**src/rtl/core/drs_pkg.sv**
```systemverilog
// Package for the dynamic resolution scaler: field widths, reset values,
// register indexes, arithmetic constants and the controller-to-datapath command.
// No dependencies.
package drs_pkg;

  // Field widths
  localparam int unsigned TimeW    = 16;
  localparam int unsigned ElapsedW = 20;
  localparam int unsigned ScaleW   = 7;
  localparam int unsigned DimW     = 14;
  localparam int unsigned AlphaW   = 9;
  localparam int unsigned CountW   = 27;
  localparam int unsigned CfgIdxW  = 3;
  localparam int unsigned CfgDataW = 16;

  // Derived widths
  localparam int unsigned ThreshW  = 23;  // 16-bit time times 100
  localparam int unsigned CoolW    = 26;  // 16-bit ms times 1000
  localparam int unsigned MulAW    = 21;
  localparam int unsigned MulBW    = 22;
  localparam int unsigned ProdW    = MulAW + MulBW;
  localparam int unsigned AccW     = 24;

  // Register indexes
  localparam logic [CfgIdxW-1:0] REG_ENABLE   = 3'd0;
  localparam logic [CfgIdxW-1:0] REG_TARGET   = 3'd1;
  localparam logic [CfgIdxW-1:0] REG_ALPHA    = 3'd2;
  localparam logic [CfgIdxW-1:0] REG_MIN      = 3'd3;
  localparam logic [CfgIdxW-1:0] REG_MAX      = 3'd4;
  localparam logic [CfgIdxW-1:0] REG_COOLDOWN = 3'd5;
  localparam logic [CfgIdxW-1:0] REG_NATIVE_W = 3'd6;
  localparam logic [CfgIdxW-1:0] REG_NATIVE_H = 3'd7;

  // Register reset values
  localparam logic              ENABLE_RST   = 1'b1;
  localparam logic [TimeW-1:0]  TARGET_RST   = 16'd4267;
  localparam logic [AlphaW-1:0] ALPHA_RST    = 9'd26;
  localparam logic [ScaleW-1:0] MIN_RST      = 7'd50;
  localparam logic [ScaleW-1:0] MAX_RST      = 7'd100;
  localparam logic [TimeW-1:0]  COOLDOWN_RST = 16'd500;
  localparam logic [DimW-1:0]   NATIVE_W_RST = 14'd1920;
  localparam logic [DimW-1:0]   NATIVE_H_RST = 14'd1080;

  // Arithmetic constants
  localparam int unsigned DEFAULT_MAX_DIMENSION = 8192;
  localparam logic [ThreshW-1:0] PERCENT_ONE   = 23'd100;
  localparam logic [ThreshW-1:0] DOWN_FACTOR   = 23'd92;
  localparam logic [ThreshW-1:0] UP_FACTOR     = 23'd75;
  localparam logic [CoolW-1:0]   US_PER_MS     = 26'd1000;
  localparam logic [ScaleW-1:0]  SCALE_STEP    = 7'd5;
  localparam logic [ScaleW-1:0]  SCALE_FULL    = 7'd100;
  localparam logic [AlphaW-1:0]  ALPHA_ONE     = 9'd256;
  localparam logic [CountW-1:0]  COUNT_MAX     = 27'h7FF_FFFF;
  // floor(x/100) == (x * DIV100_RECIP) >> DIV100_SHIFT for every x below 2^21
  localparam logic [MulBW-1:0]   DIV100_RECIP  = 22'd2684355;
  localparam int unsigned        DIV100_SHIFT  = 28;

  localparam logic [ThreshW-1:0] DOWN_RST = ThreshW'(TARGET_RST * DOWN_FACTOR);
  localparam logic [ThreshW-1:0] UP_RST   = ThreshW'(TARGET_RST * UP_FACTOR);
  localparam logic [CoolW-1:0]   COOL_RST = CoolW'(COOLDOWN_RST * US_PER_MS);

  // Datapath operations, one per controller step
  typedef enum logic [2:0] {
    OP_IDLE,
    OP_AVG_MUL,
    OP_AVG_ADD,
    OP_DECIDE,
    OP_W_MUL,
    OP_W_DIV,
    OP_H_MUL,
    OP_H_DIV
  } drs_op_e;

  typedef struct packed {
    drs_op_e op;
    logic    capture;   // latch the input item
    logic    load_out;  // move the finished result into the output register
  } drs_cmd_t;

endpackage

```
**src/rtl/core/drs_if.sv**
```systemverilog
// Valid/ready channel interfaces for the dynamic resolution scaler items.
// Depends on drs_pkg for field widths.
interface drs_in_if;
  logic                          valid;
  logic                          ready;
  logic [drs_pkg::TimeW-1:0]     frame_time;
  logic [drs_pkg::ElapsedW-1:0]  elapsed_us;

  modport source (output valid, frame_time, elapsed_us, input ready);
  modport sink   (input valid, frame_time, elapsed_us, output ready);
endinterface

interface drs_out_if;
  logic                        valid;
  logic                        ready;
  logic [drs_pkg::ScaleW-1:0]  scale_percent;
  logic [drs_pkg::DimW-1:0]    render_width;
  logic [drs_pkg::DimW-1:0]    render_height;
  logic [drs_pkg::TimeW-1:0]   average_frame_time;

  modport source (output valid, scale_percent, render_width, render_height,
                  average_frame_time, input ready);
  modport sink   (input valid, scale_percent, render_width, render_height,
                  average_frame_time, output ready);
endinterface

```
**src/rtl/core/drs_ctrl.sv**
```systemverilog
// Sequencing controller for the dynamic resolution scaler.
// Depends on drs_pkg; drives the command struct of drs_datapath.
module drs_ctrl (
  input  logic              clk_i,
  input  logic              rst_ni,
  input  logic              in_valid_i,
  output logic              in_ready_o,
  output logic              out_valid_o,
  input  logic              out_ready_i,
  output drs_pkg::drs_cmd_t cmd_o
);

  typedef enum logic [3:0] {
    S_IDLE,
    S_AVG_MUL,
    S_AVG_ADD,
    S_DECIDE,
    S_W_MUL,
    S_W_DIV,
    S_H_MUL,
    S_H_DIV,
    S_FINISH
  } state_e;

  state_e state_q, state_d;
  logic   out_valid_q, out_valid_d;
  logic   accept;
  logic   load_out;

  assign in_ready_o  = (state_q == S_IDLE);
  assign accept      = in_valid_i && in_ready_o;
  assign load_out    = (state_q == S_FINISH) && (!out_valid_q || out_ready_i);
  assign out_valid_o = out_valid_q;

  always_comb begin
    state_d     = state_q;
    out_valid_d = out_valid_q && !out_ready_i;
    case (state_q)
      S_IDLE:    if (accept) state_d = S_AVG_MUL;
      S_AVG_MUL: state_d = S_AVG_ADD;
      S_AVG_ADD: state_d = S_DECIDE;
      S_DECIDE:  state_d = S_W_MUL;
      S_W_MUL:   state_d = S_W_DIV;
      S_W_DIV:   state_d = S_H_MUL;
      S_H_MUL:   state_d = S_H_DIV;
      S_H_DIV:   state_d = S_FINISH;
      S_FINISH: begin
        // hold until the output register is free
        if (load_out) begin
          state_d     = S_IDLE;
          out_valid_d = 1'b1;
        end
      end
      default:   state_d = S_IDLE;
    endcase
  end

  always_comb begin
    cmd_o.capture  = accept;
    cmd_o.load_out = load_out;
    case (state_q)
      S_AVG_MUL: cmd_o.op = drs_pkg::OP_AVG_MUL;
      S_AVG_ADD: cmd_o.op = drs_pkg::OP_AVG_ADD;
      S_DECIDE:  cmd_o.op = drs_pkg::OP_DECIDE;
      S_W_MUL:   cmd_o.op = drs_pkg::OP_W_MUL;
      S_W_DIV:   cmd_o.op = drs_pkg::OP_W_DIV;
      S_H_MUL:   cmd_o.op = drs_pkg::OP_H_MUL;
      S_H_DIV:   cmd_o.op = drs_pkg::OP_H_DIV;
      default:   cmd_o.op = drs_pkg::OP_IDLE;
    endcase
  end

  always_ff @(posedge clk_i or negedge rst_ni) begin
    if (!rst_ni) begin
      state_q     <= S_IDLE;
      out_valid_q <= 1'b0;
    end else begin
      state_q     <= state_d;
      out_valid_q <= out_valid_d;
    end
  end

  a_accept_starts: assert property (@(posedge clk_i) disable iff (!rst_ni)
    accept |=> state_q == S_AVG_MUL)
    else $error("accepted item did not start the average step");

  a_avg_order: assert property (@(posedge clk_i) disable iff (!rst_ni)
    state_q == S_AVG_MUL |=> state_q == S_AVG_ADD ##1 state_q == S_DECIDE)
    else $error("average steps out of order");

  a_load_shows: assert property (@(posedge clk_i) disable iff (!rst_ni)
    load_out |=> out_valid_q && state_q == S_IDLE)
    else $error("loaded result not presented");

endmodule

```
**src/rtl/core/drs_datapath.sv**
```systemverilog
// Datapath for the dynamic resolution scaler: configuration registers, state,
// one shared multiplier and the output register. Depends on drs_pkg.
module drs_datapath #(
  parameter int unsigned MaxDimension = drs_pkg::DEFAULT_MAX_DIMENSION
) (
  input  logic                           clk_i,
  input  logic                           rst_ni,
  input  drs_pkg::drs_cmd_t              cmd_i,
  input  logic                           cfg_we_i,
  input  logic [drs_pkg::CfgIdxW-1:0]    cfg_addr_i,
  input  logic [drs_pkg::CfgDataW-1:0]   cfg_data_i,
  input  logic [drs_pkg::TimeW-1:0]      frame_time_i,
  input  logic [drs_pkg::ElapsedW-1:0]   elapsed_us_i,
  output logic [drs_pkg::ScaleW-1:0]     scale_percent_o,
  output logic [drs_pkg::DimW-1:0]       render_width_o,
  output logic [drs_pkg::DimW-1:0]       render_height_o,
  output logic [drs_pkg::TimeW-1:0]      average_frame_time_o
);

  localparam int unsigned DimXW = drs_pkg::DimW + 1;
  localparam logic [DimXW-1:0] DimCap = DimXW'(MaxDimension);

  // Configuration
  logic                           en_q;
  logic [drs_pkg::AlphaW-1:0]     alpha_q;
  logic [drs_pkg::ScaleW-1:0]     min_q, max_q;
  logic [drs_pkg::ThreshW-1:0]    down_thr_q, up_thr_q;
  logic [drs_pkg::CoolW-1:0]      cool_us_q;
  logic [drs_pkg::DimW-1:0]       nw_q, nh_q;

  // State and work registers
  logic [drs_pkg::TimeW-1:0]      st_q, st_d;
  logic [drs_pkg::ScaleW-1:0]     scale_q, scale_d;
  logic [drs_pkg::CountW-1:0]     since_q, since_d;
  logic [drs_pkg::TimeW-1:0]      ft_q;
  logic [drs_pkg::ElapsedW-1:0]   el_q;
  logic [drs_pkg::AccW-1:0]       acc_q, acc_d;
  logic [drs_pkg::DimW-1:0]       w_q, w_d, h_q, h_d;

  // Output register
  logic [drs_pkg::ScaleW-1:0]     res_scale_q;
  logic [drs_pkg::DimW-1:0]       res_w_q, res_h_q;
  logic [drs_pkg::TimeW-1:0]      res_avg_q;

  logic [drs_pkg::AlphaW-1:0]     alpha_sat;
  logic [drs_pkg::ScaleW-1:0]     lo, hi;
  logic [drs_pkg::MulAW-1:0]      mul_a;
  logic [drs_pkg::MulBW-1:0]      mul_b;
  logic [drs_pkg::ProdW-1:0]      prod;
  logic [drs_pkg::AccW:0]         avg_sum;
  logic [drs_pkg::CountW:0]       since_sum;
  logic [drs_pkg::ThreshW-1:0]    avg100;
  logic [drs_pkg::DimW-1:0]       quot;
  logic [DimXW-1:0]               w_round, h_round;
  logic [drs_pkg::ScaleW-1:0]     dn_scale, up_scale, next_scale;
  logic [drs_pkg::ScaleW:0]       up_raw;
  logic                           step_dn, step_up;

  function automatic logic [drs_pkg::DimW-1:0] clamp_dim(input logic [DimXW-1:0] v);
    logic [DimXW-1:0] c;
    c = (v > DimCap) ? DimCap : v;
    return c[drs_pkg::DimW-1:0];
  endfunction

  assign alpha_sat = (alpha_q > drs_pkg::ALPHA_ONE) ? drs_pkg::ALPHA_ONE : alpha_q;
  assign lo = (min_q > drs_pkg::SCALE_FULL) ? drs_pkg::SCALE_FULL : min_q;
  assign hi = (max_q > drs_pkg::SCALE_FULL) ? drs_pkg::SCALE_FULL : max_q;

  // Shared multiplier operand select
  always_comb begin
    mul_a = '0;
    mul_b = '0;
    case (cmd_i.op)
      drs_pkg::OP_AVG_MUL: begin
        mul_a = drs_pkg::MulAW'(st_q);
        mul_b = drs_pkg::MulBW'(drs_pkg::ALPHA_ONE - alpha_sat);
      end
      drs_pkg::OP_AVG_ADD: begin
        mul_a = drs_pkg::MulAW'(ft_q);
        mul_b = drs_pkg::MulBW'(alpha_sat);
      end
      drs_pkg::OP_W_MUL: begin
        mul_a = drs_pkg::MulAW'(nw_q);
        mul_b = drs_pkg::MulBW'(scale_q);
      end
      drs_pkg::OP_H_MUL: begin
        mul_a = drs_pkg::MulAW'(nh_q);
        mul_b = drs_pkg::MulBW'(scale_q);
      end
      drs_pkg::OP_W_DIV, drs_pkg::OP_H_DIV: begin
        mul_a = acc_q[drs_pkg::MulAW-1:0];
        mul_b = drs_pkg::DIV100_RECIP;
      end
      default: begin
        mul_a = '0;
        mul_b = '0;
      end
    endcase
  end

  assign prod      = drs_pkg::ProdW'(mul_a) * drs_pkg::ProdW'(mul_b);
  assign avg_sum   = {1'b0, acc_q} + (drs_pkg::AccW + 1)'(prod[drs_pkg::AccW-1:0]);
  assign since_sum = {1'b0, since_q} + (drs_pkg::CountW + 1)'(el_q);
  assign avg100    = drs_pkg::ThreshW'(st_q) * drs_pkg::PERCENT_ONE;
  assign quot      = prod[drs_pkg::DIV100_SHIFT +: drs_pkg::DimW];
  assign w_round   = (DimXW'(quot) + DimXW'(15)) & ~DimXW'(15);
  assign h_round   = (DimXW'(quot) + DimXW'(1)) & ~DimXW'(1);

  // Scale decision
  assign step_dn  = avg100 > down_thr_q;
  assign step_up  = (avg100 < up_thr_q) &&
                    (drs_pkg::CountW'(cool_us_q) <= since_q);
  assign dn_scale = (scale_q >= drs_pkg::SCALE_STEP) ?
                    ((scale_q - drs_pkg::SCALE_STEP > lo) ? scale_q - drs_pkg::SCALE_STEP : lo)
                    : lo;
  assign up_raw   = {1'b0, scale_q} + {1'b0, drs_pkg::SCALE_STEP};
  assign up_scale = (up_raw < {1'b0, hi}) ? up_raw[drs_pkg::ScaleW-1:0] : hi;

  always_comb begin
    next_scale = scale_q;
    if (step_dn) begin
      next_scale = dn_scale;
    end else if (step_up) begin
      next_scale = up_scale;
    end
  end

  always_comb begin
    st_d    = st_q;
    scale_d = scale_q;
    since_d = since_q;
    acc_d   = acc_q;
    w_d     = w_q;
    h_d     = h_q;
    case (cmd_i.op)
      drs_pkg::OP_AVG_MUL: acc_d = prod[drs_pkg::AccW-1:0];
      drs_pkg::OP_AVG_ADD: begin
        // an empty average takes the sample as it is
        st_d    = (st_q == '0) ? ft_q : avg_sum[8 +: drs_pkg::TimeW];
        since_d = (since_sum > (drs_pkg::CountW + 1)'(drs_pkg::COUNT_MAX)) ?
                  drs_pkg::COUNT_MAX : since_sum[drs_pkg::CountW-1:0];
      end
      drs_pkg::OP_DECIDE: begin
        if (!en_q) begin
          scale_d = hi;
        end else if (next_scale != scale_q) begin
          scale_d = next_scale;
          since_d = '0;
        end
      end
      drs_pkg::OP_W_MUL, drs_pkg::OP_H_MUL: acc_d = drs_pkg::AccW'(prod[drs_pkg::MulAW-1:0]);
      drs_pkg::OP_W_DIV: w_d = en_q ? clamp_dim(w_round) : clamp_dim(DimXW'(nw_q));
      drs_pkg::OP_H_DIV: h_d = en_q ? clamp_dim(h_round) : clamp_dim(DimXW'(nh_q));
      default: ;
    endcase
    // a target write reseeds the average
    if (cfg_we_i && cfg_addr_i == drs_pkg::REG_TARGET) begin
      st_d = cfg_data_i[drs_pkg::TimeW-1:0];
    end
  end

  // Configuration registers and item state
  always_ff @(posedge clk_i or negedge rst_ni) begin
    if (!rst_ni) begin
      en_q       <= drs_pkg::ENABLE_RST;
      alpha_q    <= drs_pkg::ALPHA_RST;
      min_q      <= drs_pkg::MIN_RST;
      max_q      <= drs_pkg::MAX_RST;
      down_thr_q <= drs_pkg::DOWN_RST;
      up_thr_q   <= drs_pkg::UP_RST;
      cool_us_q  <= drs_pkg::COOL_RST;
      nw_q       <= drs_pkg::NATIVE_W_RST;
      nh_q       <= drs_pkg::NATIVE_H_RST;
      st_q       <= drs_pkg::TARGET_RST;
      scale_q    <= drs_pkg::MAX_RST;
      since_q    <= '0;
    end else begin
      st_q    <= st_d;
      scale_q <= scale_d;
      since_q <= since_d;
      if (cfg_we_i) begin
        case (cfg_addr_i)
          drs_pkg::REG_ENABLE:   en_q    <= cfg_data_i[0];
          drs_pkg::REG_TARGET: begin
            down_thr_q <= drs_pkg::ThreshW'(cfg_data_i) * drs_pkg::DOWN_FACTOR;
            up_thr_q   <= drs_pkg::ThreshW'(cfg_data_i) * drs_pkg::UP_FACTOR;
          end
          drs_pkg::REG_ALPHA:    alpha_q <= cfg_data_i[drs_pkg::AlphaW-1:0];
          drs_pkg::REG_MIN:      min_q   <= cfg_data_i[drs_pkg::ScaleW-1:0];
          drs_pkg::REG_MAX:      max_q   <= cfg_data_i[drs_pkg::ScaleW-1:0];
          drs_pkg::REG_COOLDOWN: cool_us_q <= drs_pkg::CoolW'(cfg_data_i) * drs_pkg::US_PER_MS;
          drs_pkg::REG_NATIVE_W: nw_q    <= cfg_data_i[drs_pkg::DimW-1:0];
          drs_pkg::REG_NATIVE_H: nh_q    <= cfg_data_i[drs_pkg::DimW-1:0];
          default: ;
        endcase
      end
    end
  end

  // Payload registers
  always_ff @(posedge clk_i) begin
    acc_q <= acc_d;
    w_q   <= w_d;
    h_q   <= h_d;
    if (cmd_i.capture) begin
      ft_q <= frame_time_i;
      el_q <= elapsed_us_i;
    end
    if (cmd_i.load_out) begin
      res_scale_q <= scale_q;
      res_w_q     <= w_q;
      res_h_q     <= h_q;
      res_avg_q   <= st_q;
    end
  end

  assign scale_percent_o      = res_scale_q;
  assign render_width_o       = res_w_q;
  assign render_height_o      = res_h_q;
  assign average_frame_time_o = res_avg_q;

endmodule

```
**src/rtl/core/dynamic_resolution_scaler_core.sv**
```systemverilog
// Dynamic resolution scaler, top level: item channels, configuration port,
// controller and datapath. Depends on drs_pkg, drs_if, drs_ctrl, drs_datapath.
//
// One item per rendered frame carries the measured frame time (Q8.8 ms) and
// the microseconds since the previous frame; each item yields exactly one
// result with the render scale in percent, the render width and height, and
// the smoothed frame time; while scaling is enabled the width is a multiple
// of 16 and the height is even. The block works on one item at a time: an
// accepted item steps through the moving average, the scale decision, the
// width and the height and a finish step; the next item is taken in the cycle
// after the finish step. Averaging and sizing products go through one shared
// 21x22 multiplier; division by 100 is a multiply by a fixed reciprocal. The
// finished result sits in an output register, so a stalled consumer does not
// stop the next item from being accepted and worked on; it only holds the
// finish step until the register frees up. Configuration writes take effect
// at once and are meant for times when no item is in flight; writing the
// target also reloads the average. MaxDimension caps the render size before
// it is cut to 14 bits.
module dynamic_resolution_scaler_core #(
  parameter int unsigned MaxDimension = drs_pkg::DEFAULT_MAX_DIMENSION
) (
  input  logic                          clk_i,
  input  logic                          rst_ni,
  input  logic                          cfg_we_i,
  input  logic [drs_pkg::CfgIdxW-1:0]   cfg_addr_i,
  input  logic [drs_pkg::CfgDataW-1:0]  cfg_data_i,
  drs_in_if.sink                        item_i,
  drs_out_if.source                     result_o
);

  drs_pkg::drs_cmd_t cmd;
  logic              in_ready;
  logic              out_valid;

  // Sequence each item through the datapath steps
  drs_ctrl u_ctrl (
    .clk_i       (clk_i),
    .rst_ni      (rst_ni),
    .in_valid_i  (item_i.valid),
    .in_ready_o  (in_ready),
    .out_valid_o (out_valid),
    .out_ready_i (result_o.ready),
    .cmd_o       (cmd)
  );

  // Hold configuration and state, run the arithmetic
  drs_datapath #(
    .MaxDimension (MaxDimension)
  ) u_datapath (
    .clk_i                (clk_i),
    .rst_ni               (rst_ni),
    .cmd_i                (cmd),
    .cfg_we_i             (cfg_we_i),
    .cfg_addr_i           (cfg_addr_i),
    .cfg_data_i           (cfg_data_i),
    .frame_time_i         (item_i.frame_time),
    .elapsed_us_i         (item_i.elapsed_us),
    .scale_percent_o      (result_o.scale_percent),
    .render_width_o       (result_o.render_width),
    .render_height_o      (result_o.render_height),
    .average_frame_time_o (result_o.average_frame_time)
  );

  assign item_i.ready   = in_ready;
  assign result_o.valid = out_valid;

endmodule
```
**src/flat_wrapper.sv**
```systemverilog
// flat-port wrapper written by rule: the top's interface ports become plain ports
module dynamic_resolution_scaler_core_flat 
#(
  parameter int unsigned MaxDimension = drs_pkg::DEFAULT_MAX_DIMENSION
)
  (clk_i, rst_ni, cfg_we_i, cfg_addr_i, cfg_data_i, item_i_valid, item_i_frame_time, item_i_elapsed_us, item_i_ready, result_o_valid, result_o_scale_percent, result_o_render_width, result_o_render_height, result_o_average_frame_time, result_o_ready);
  drs_in_if item_i_i ();
  drs_out_if result_o_i ();
  input  logic clk_i;
  input  logic rst_ni;
  input  logic cfg_we_i;
  input  logic [drs_pkg::CfgIdxW-1:0] cfg_addr_i;
  input  logic [drs_pkg::CfgDataW-1:0] cfg_data_i;
  input wire logic [$bits(item_i_i.valid)-1:0] item_i_valid;
  input wire logic [$bits(item_i_i.frame_time)-1:0] item_i_frame_time;
  input wire logic [$bits(item_i_i.elapsed_us)-1:0] item_i_elapsed_us;
  output wire logic [$bits(item_i_i.ready)-1:0] item_i_ready;
  output wire logic [$bits(result_o_i.valid)-1:0] result_o_valid;
  output wire logic [$bits(result_o_i.scale_percent)-1:0] result_o_scale_percent;
  output wire logic [$bits(result_o_i.render_width)-1:0] result_o_render_width;
  output wire logic [$bits(result_o_i.render_height)-1:0] result_o_render_height;
  output wire logic [$bits(result_o_i.average_frame_time)-1:0] result_o_average_frame_time;
  input wire logic [$bits(result_o_i.ready)-1:0] result_o_ready;
  assign item_i_i.valid = item_i_valid;
  assign item_i_i.frame_time = item_i_frame_time;
  assign item_i_i.elapsed_us = item_i_elapsed_us;
  assign item_i_ready = item_i_i.ready;
  assign result_o_valid = result_o_i.valid;
  assign result_o_scale_percent = result_o_i.scale_percent;
  assign result_o_render_width = result_o_i.render_width;
  assign result_o_render_height = result_o_i.render_height;
  assign result_o_average_frame_time = result_o_i.average_frame_time;
  assign result_o_i.ready = result_o_ready;
  dynamic_resolution_scaler_core #(.MaxDimension(MaxDimension)) u_core (.clk_i(clk_i), .rst_ni(rst_ni), .cfg_we_i(cfg_we_i), .cfg_addr_i(cfg_addr_i), .cfg_data_i(cfg_data_i), .item_i(item_i_i), .result_o(result_o_i));
endmodule
```
**config.mk**
```make
export PLATFORM = sky130hd
export DESIGN_NAME = dynamic_resolution_scaler_core_flat
export DESIGN_NICKNAME = d
export VERILOG_FILES = /design/src/rtl/core/drs_pkg.sv /design/src/rtl/core/drs_if.sv /design/src/rtl/core/drs_ctrl.sv /design/src/rtl/core/drs_datapath.sv /design/src/rtl/core/dynamic_resolution_scaler_core.sv /design/src/flat_wrapper.sv
export SDC_FILE = /design/constraint.sdc
export NUM_CORES = 2
export LEC_CHECK = 0
export ABC_AREA = 1
export BUFFER_PORTS_ARGS = -buffer_cell sky130_fd_sc_hd__buf_2
export CORE_ASPECT_RATIO = 1.5
export CORE_MARGIN = 3
export CORE_UTILIZATION = 60
export DETAILED_ROUTE_END_ITERATION = 6
export PLACE_DENSITY = 0.85
export SLEW_MARGIN = 20
export SYNTH_ARGS = -nofsm -noshare
export SYNTH_HDL_FRONTEND = slang
export SYNTH_SLANG_ARGS = --single-unit
```
**constraint.sdc**
```tcl
create_clock -name clk_i -period 13.97 [get_ports clk_i]
set_clock_uncertainty 0.1 [all_clocks]
set_input_delay 0.6985 -clock clk_i [delete_from_list [all_inputs] [get_ports clk_i]]
set_output_delay 0.6985 -clock clk_i [all_outputs]
set_load 0.02 [all_outputs]
```
# [Yosys cells after proc, flatten, opt, wreduce, memory -nomap -nowiden]
# Cells that the tools add are included.
[op_classes] add_sub_neg=7 eq_ne=28 mul=5 n_reduce_logical=27 muxes=32 n_lt_le_gt_ge=14
[ops] op="21-bit case mux with 5 select lines" count=1
[ops] op="22-bit case mux with 4 select lines" count=1
[ops] op="14-bit 2-to-1 mux" count=6
[ops] op="27-bit 2-to-1 mux" count=3
[ops] op="7-bit 2-to-1 mux" count=9
[ops] op="27-bit case mux with 2 select lines" count=1
[ops] op="16-bit 2-to-1 mux" count=3
[ops] op="24-bit case mux with 2 select lines" count=1
[ops] op="16-bit by 7-bit multiplier with 23-bit output (second input constant)" count=2
[ops] op="16-bit by 5-bit multiplier with 21-bit output (second input constant)" count=2
[ops] op="21-bit by 22-bit multiplier with 42-bit output" count=1
[ops] op="4-bit case mux with 9 select lines" count=1
[ops] op="15-bit by 14-bit > comparator with 1-bit output (second input constant)" count=2
[ops] op="27-bit by 20-bit adder with 28-bit output" count=1
[ops] op="14-bit > comparator (second input constant)" count=2
[ops] op="28-bit by 27-bit > comparator with 1-bit output (second input constant)" count=1
[ops] op="26-bit by 27-bit less-or-equal comparator with 1-bit output" count=1
[ops] op="24-bit adder" count=1
[ops] op="3-bit == test (second input constant)" count=8
[ops] op="23-bit > comparator" count=1
[ops] op="23-bit less-than comparator" count=1
[ops] op="3-bit case mux with 7 select lines" count=1
[ops] op="2-bit AND reduction" count=10
[ops] op="4-bit by 3-bit == test with 1-bit output (second input constant)" count=4
[ops] op="other kinds (30)" count=49
[word_totals] out_inout_bits=53 ff_bits=313 inputBits=60 word_cells=136

# [Logic depth before layout (Yosys ltp)]
[logic_depth] depth_word=10 depth_mapped=59 ltp_nobuf=57

# [Modules after synthesis]
# Synthesis repeated with hierarchy kept, for this count alone.
[unflattened] hier_cells=4670 area_unflattened_um2=39156.3
[modules_own_cells] module="drs_datapath" cells_each=4634 instances=1 seq_area_each_um2=8420.6 area_each_um2=38892.3
[modules_own_cells] module="drs_ctrl" cells_each=36 instances=1 seq_area_each_um2=125.1 area_each_um2=264.0

# [Worst setup path before layout]
# Ideal clock, no wire load.
[synth_path] kind="register -> register" from="register u_core.u_datapath.alpha_q[4] (netlist bit)" to="register u_core.u_datapath.st_q[15] (netlist bit)" setup_slack_ps=5547 period_less_slack_ps=8423 t_arrival_ps=8206 path_buffers=0 t_required_ps=13754 setup_time_ps=116 path_stages_with_launch=49 path_cell_list="dfstp_2 nor4_1 a21oi_1 nor2_1 inv_1 ha_1 nand2_1 nor2_1 inv_1 nor2_1 inv_1 nor2_1 nand4_1 o211ai_1 a31oi_2 inv_1 nand2_1 fa_1 (+13 left out) ha_1 nand2_1 nor2_1 nor2_1 nor2_1 nor2_1 nand2_1 xor2_1 ha_1 a21o_1 a2111oi_0 nand2_1 nand2_1 nand2_1 nand2_1 nand3_1 nand2_1 nand2_1"
[synth_via] elab_chain_len=9
[synth_lines] item="start, declared" line="drs_datapath.sv:25" source="logic [drs_pkg::AlphaW-1:0] alpha_q;"
[synth_lines] item="start signal, assigned" line="drs_datapath.sv:166" source="alpha_q <= drs_pkg::ALPHA_RST;"
[synth_lines] item="start signal, assigned" line="drs_datapath.sv:188" source="drs_pkg::REG_ALPHA: alpha_q <= cfg_data_i[drs_pkg::AlphaW-1:0];"
[synth_lines] item="9-bit > comparator" line="drs_datapath.sv:65" source="assign alpha_sat = (alpha_q > drs_pkg::ALPHA_ONE) ? drs_pkg::ALPHA_ONE : alpha_q;"
[synth_lines] item="9-bit 2-to-1 mux *" line="drs_datapath.sv:65"
[synth_lines] item="9-bit by 9-bit subtractor with 10-bit output" line="drs_datapath.sv:76" source="mul_b = drs_pkg::MulBW'(drs_pkg::ALPHA_ONE - alpha_sat);"
[synth_lines] item="22-bit case mux with 4 select lines *" line="drs_datapath.sv:73" source="case (cmd_i.op)"
[synth_lines] item="21-bit by 22-bit multiplier with 42-bit output *" line="drs_datapath.sv:101" source="assign prod = drs_pkg::ProdW'(mul_a) * drs_pkg::ProdW'(mul_b);"
[synth_lines] item="24-bit adder *" line="drs_datapath.sv:102" source="assign avg_sum = {1'b0, acc_q} + (drs_pkg::AccW + 1)'(prod[drs_pkg::AccW-1:0]);"
[synth_lines] item="16-bit 2-to-1 mux *" line="drs_datapath.sv:139" source="st_d = (st_q == '0) ? ft_q : avg_sum[8 +: drs_pkg::TimeW];"
[synth_lines] item="16-bit 2-to-1 mux *" line="drs_datapath.sv:135" source="case (cmd_i.op)"
[synth_lines] item="16-bit 2-to-1 mux *" line="drs_datapath.sv:157" source="if (cfg_we_i && cfg_addr_i == drs_pkg::REG_TARGET) begin"
[synth_lines] item="end signal, assigned" line="drs_datapath.sv:174" source="st_q <= drs_pkg::TARGET_RST;"
[synth_lines] item="end signal, assigned" line="drs_datapath.sv:178" source="st_q <= st_d;"
[synth_lines] item="end, declared" line="drs_datapath.sv:32" source="logic [drs_pkg::TimeW-1:0] st_q, st_d;"
# Mark *: on every way between the ends. The rest lies on a longest branch, timed or not. The select of a mux whose other input is x is not followed.
# A chain may end at the register's enable or synchronous reset.

# [Worst setup path after layout]
[layout_path] from="register u_core.u_ctrl.state_q[2]" to="register u_core.u_datapath.st_q[15] (netlist bit)"
[layout_via] elab_chain_len=10 word_cells_on_any_way=24 cone_classes="1 x add/sub; 1 x mul; 13 x eq/ne; 6 x mux; 3 x reduce/logical"
[layout_lines] item="start, declared" line="drs_ctrl.sv:25" source="state_e state_q, state_d;"
[layout_lines] item="start signal, assigned" line="drs_ctrl.sv:78" source="state_q <= state_d;"
[layout_lines] item="4-bit by 3-bit == test with 1-bit output (tied with other cells)" line="drs_ctrl.sv:61" source="case (state_q)"
[layout_lines] item="3-bit case mux with 7 select lines *" line="drs_ctrl.sv:61"
[layout_lines] item="3-bit == test" line="drs_datapath.sv:73"
[layout_lines] item="2-bit OR reduction (on tied branches)"
[layout_lines] item="21-bit case mux with 5 select lines / 22-bit case mux with 4 select lines (equally long branches)" line="drs_datapath.sv:73"
[layout_lines] item="21-bit by 22-bit multiplier with 42-bit output" line="drs_datapath.sv:101"
[layout_lines] item="24-bit adder" line="drs_datapath.sv:102"
[layout_lines] item="16-bit 2-to-1 mux" line="drs_datapath.sv:139"
[layout_lines] item="16-bit 2-to-1 mux" line="drs_datapath.sv:135"
[layout_lines] item="16-bit 2-to-1 mux" line="drs_datapath.sv:157"
# Marked as above.

==> summary.txt <==
status - finished, violations left
failing checks - design-rule violations
hpwl dp - 103.6 mm
number of max-cap violations - 0
RSZ-0062 raised after global routing - no
worst hold path depth - 1
leading area contributor after synthesis - fa_1
worst hold start - item_i_elapsed_us[1]
Hold Path End - u_core.u_datapath.el_q[1]
CP Buf/Inv Count - 8
Post-Route Setup TNS - 0 ps
CP max stage cell - a2111oi_2
share of cells above drive strength 1 - 6.371%
die area - 68,230 um^2
arrival time worst endpoint - 11,410 ps
FF-to-FF End - u_core.u_datapath.st_q[15]
critical path class - reg2reg
cell family with most CP delay - adder cells
Rows - 113
met3 wire len - 7.473 mm
# port buffers - 112
R2R Setup Slk - 2960 ps
initial antenna violation count - 3
Met1 Routed Length - 39.75 mm
cell mode on critical path - nand2_1
Worst-Margin Slew - 1108 ps
vias in the first global route - 34,890
Initial Util - 61.09%
Bufs on Longest Clock Path - 3
total via count in the routed design - 32,860
CTS tree - done
CP startpoint kind - flip-flop
Mapped Cells - 4,704
FF-to-FF path depth - 39
Layout fillers - 5,414
post-CTS sizing - 0
CP max FO - 23
Detailed Routing Iterations Pass 1 - 7
drt total wl - 123.9 mm
r2r startpoint - u_core.u_ctrl.state_q[2]
remaining antenna violation count after routing - 0
Post-synth top cells - inv_1 (1,005), nand2_1 (969), ha_1 (484)
Max Freq - 90.82 MHz
Final min period - 11,010 ps
WL met2 - 63.10 mm
vias per cell - 5.656
Most used DFF post-synth - edfxtp_1
Final setup viols - 0
Critical Path RT - 14,370 ps
synthesized area - 39,040 um^2
async set or reset register ratio after synthesis - 55.31%
Crit path depth - 39
placer congestion estimate - 1.077
crit end category - flip-flop
Slew HR - 25.97%
CTS Hold Bufs - 1
gr ovfl total - 0
die span in y - 318.4 um
WL/cell - 21.33 um
Sink Count - 311
most frequent cell after synthesis - inv_1
worst min path class - in2reg
area fraction of the dominant cell type after synthesis - 23.13%
# Post-CTS Setup Buffers - 0
Final Hold Viols - 0
fin nets - 5,916
synth unique cells - 63
largest net degree at the start of global routing - 71
DRT iter0 DRCs - 2,337
Synth area leaders - fa_1 (23%), ha_1 (16%), edfxtp_1 (11%), inv_1 (9.7%), nand2_1 (9.3%)
CP max stage delay - 1010 ps
fin. max-slew vios - 0
Syn-to-layout area delta - 7.817%
EDFF count, synth - 139
synthesized flop and latch total - 311
I/O pin count - 113
Seq/Total Area, Yosys - 21.89%
TritonCTS buffer count - 29
Core Area - 63,910 um^2
Worst-path clk slew - 70 ps
Yosys warnings - 0
Die W - 214.3 um
# DRC - 1
root buffer cell - clkbuf_16
Skew-Pair Late Insertion Delay - 620 ps
first-pass GRT wire length - 191.4 mm
# H-tree levels - 1
average size of a mapped cell - 8.300 um^2
Final period util - 78.81%
top sig layer - met5
Total GRT Usage - 36.56%
layout make-up:
cell class,count,area [um^2],share of cell area [%]
antenna,3,7.507,0.01783
multi-input combinational,3421,26850,63.80
clock inverter,23,277.8,0.6599
sequential,311,8546,20.30
clock buffer,31,743.2,1.766
inverter,1022,3836,9.114
tap,862,1079,2.562
timing repair buffer,136,749.5,1.781
worst register-to-register path: cells and delay by family, from the launching register on:
| kind | cells | cell delay, ps |
|---|---|---|
| AO/OA/AOI/OAI | 3 | 2280 |
| XOR/XNOR | 1 | 330 |
| adder cells (fa/ha/maj) | 9 | 4310 |
| buffers and inverters | 8 | 1440 |
| flip-flops | 1 | 400 |
| AND/OR/NAND/NOR | 18 | 2030 |
how the worst max path moves through the flow:
| stage | slack (ps) | end | from |
|---|---|---|---|
| after floorplan | 5550 | u_core.u_datapath.st_q[15] | u_core.u_datapath.alpha_q[4] |
| after global placement | 3120 | u_core.u_datapath.st_q[15] | u_core.u_ctrl.state_q[0] |
| after detailed placement | 3080 | u_core.u_datapath.st_q[15] | u_core.u_ctrl.state_q[2] |
| after CTS | 3050 | u_core.u_datapath.st_q[15] | u_core.u_ctrl.state_q[2] |
| after global routing | 2520 | u_core.u_datapath.st_q[15] | u_core.u_ctrl.state_q[2] |
| final | 2960 | u_core.u_datapath.st_q[15] | u_core.u_ctrl.state_q[2] |
flip-flops by register name, indices dropped and copies added, names as in the netlist, 9 cells and up:
| signal | count |
|---|---|
| u_core.u_datapath.since_q | 27 |
| u_core.u_datapath.acc_q | 24 |
| u_core.u_datapath.cool_us_q | 23 |
| u_core.u_datapath.up_thr_q | 23 |
| u_core.u_datapath.el_q | 20 |
| u_core.u_datapath.down_thr_q | 19 |
| u_core.u_datapath.average_frame_time_o | 16 |
| u_core.u_datapath.ft_q | 16 |
| u_core.u_datapath.st_q | 16 |
| u_core.u_datapath.h_q | 14 |
| u_core.u_datapath.nh_q | 14 |
| u_core.u_datapath.nw_q | 14 |
| u_core.u_datapath.render_height_o | 14 |
| u_core.u_datapath.render_width_o | 14 |
| u_core.u_datapath.w_q | 14 |
| u_core.u_datapath.alpha_q | 9 |
routing by layer:
metal / global-route usage, % / vias up
met4: 31.81 / 2
li1: - / 15120
met3: 4.830 / 585
met2: 65.61 / 1304
met5: 0 / -
met1: 37.18 / 15850
metrics by stage:
| step | hold slack [ps] | worst slack, ps | cell area [um^2] | instances | utilization, % |
|---|---|---|---|---|---|
| after floorplan | 300.3 | 5547 | 39460 | 4815 | - |
| after global placement | 302.8 | 3120 | 41040 | 5751 | 64.21 |
| after detailed placement | 306.6 | 3084 | 41050 | 5751 | 64.23 |
| after CTS | 135.7 | 3054 | 42080 | 5806 | 65.85 |
| after global routing | 146.3 | 2518 | 42090 | 5806 | 65.85 |
| final | 157.8 | 2960 | 42090 | 5809 | 65.87 |
cell families after synthesis:
logic type / share of synthesized area [%]
AO/OA/AOI/OAI: 8.871
XOR/XNOR: 3.070
adder cells (fa/ha/maj): 38.64
buffers and inverters: 10.50
flip-flops: 21.89
other: 0.01924
AND/OR/NAND/NOR: 17.01
placed cells by master, fill, tap and decap left out, drive strengths merged, types with 9 or more instances in the layout:
cell    instances
a21boi          9
a21oi         240
a31oi          16
buf           135
clkbuf         31
clkinv         18
conb          113
dfrtp         118
dfstp          54
edfxtp        139
fa            451
ha            484
inv          1019
nand2         993
nand3         139
nand4          37
nor2          368
nor3           33
nor4           21
o211ai         13
o21a            9
o21ai         257
o21bai         25
o22ai          21
or2            11
xnor2          42
xor2           94
Power is not shown: default switching activity piles up to over one toggle a cycle in this logic, so the estimate is an artifact.
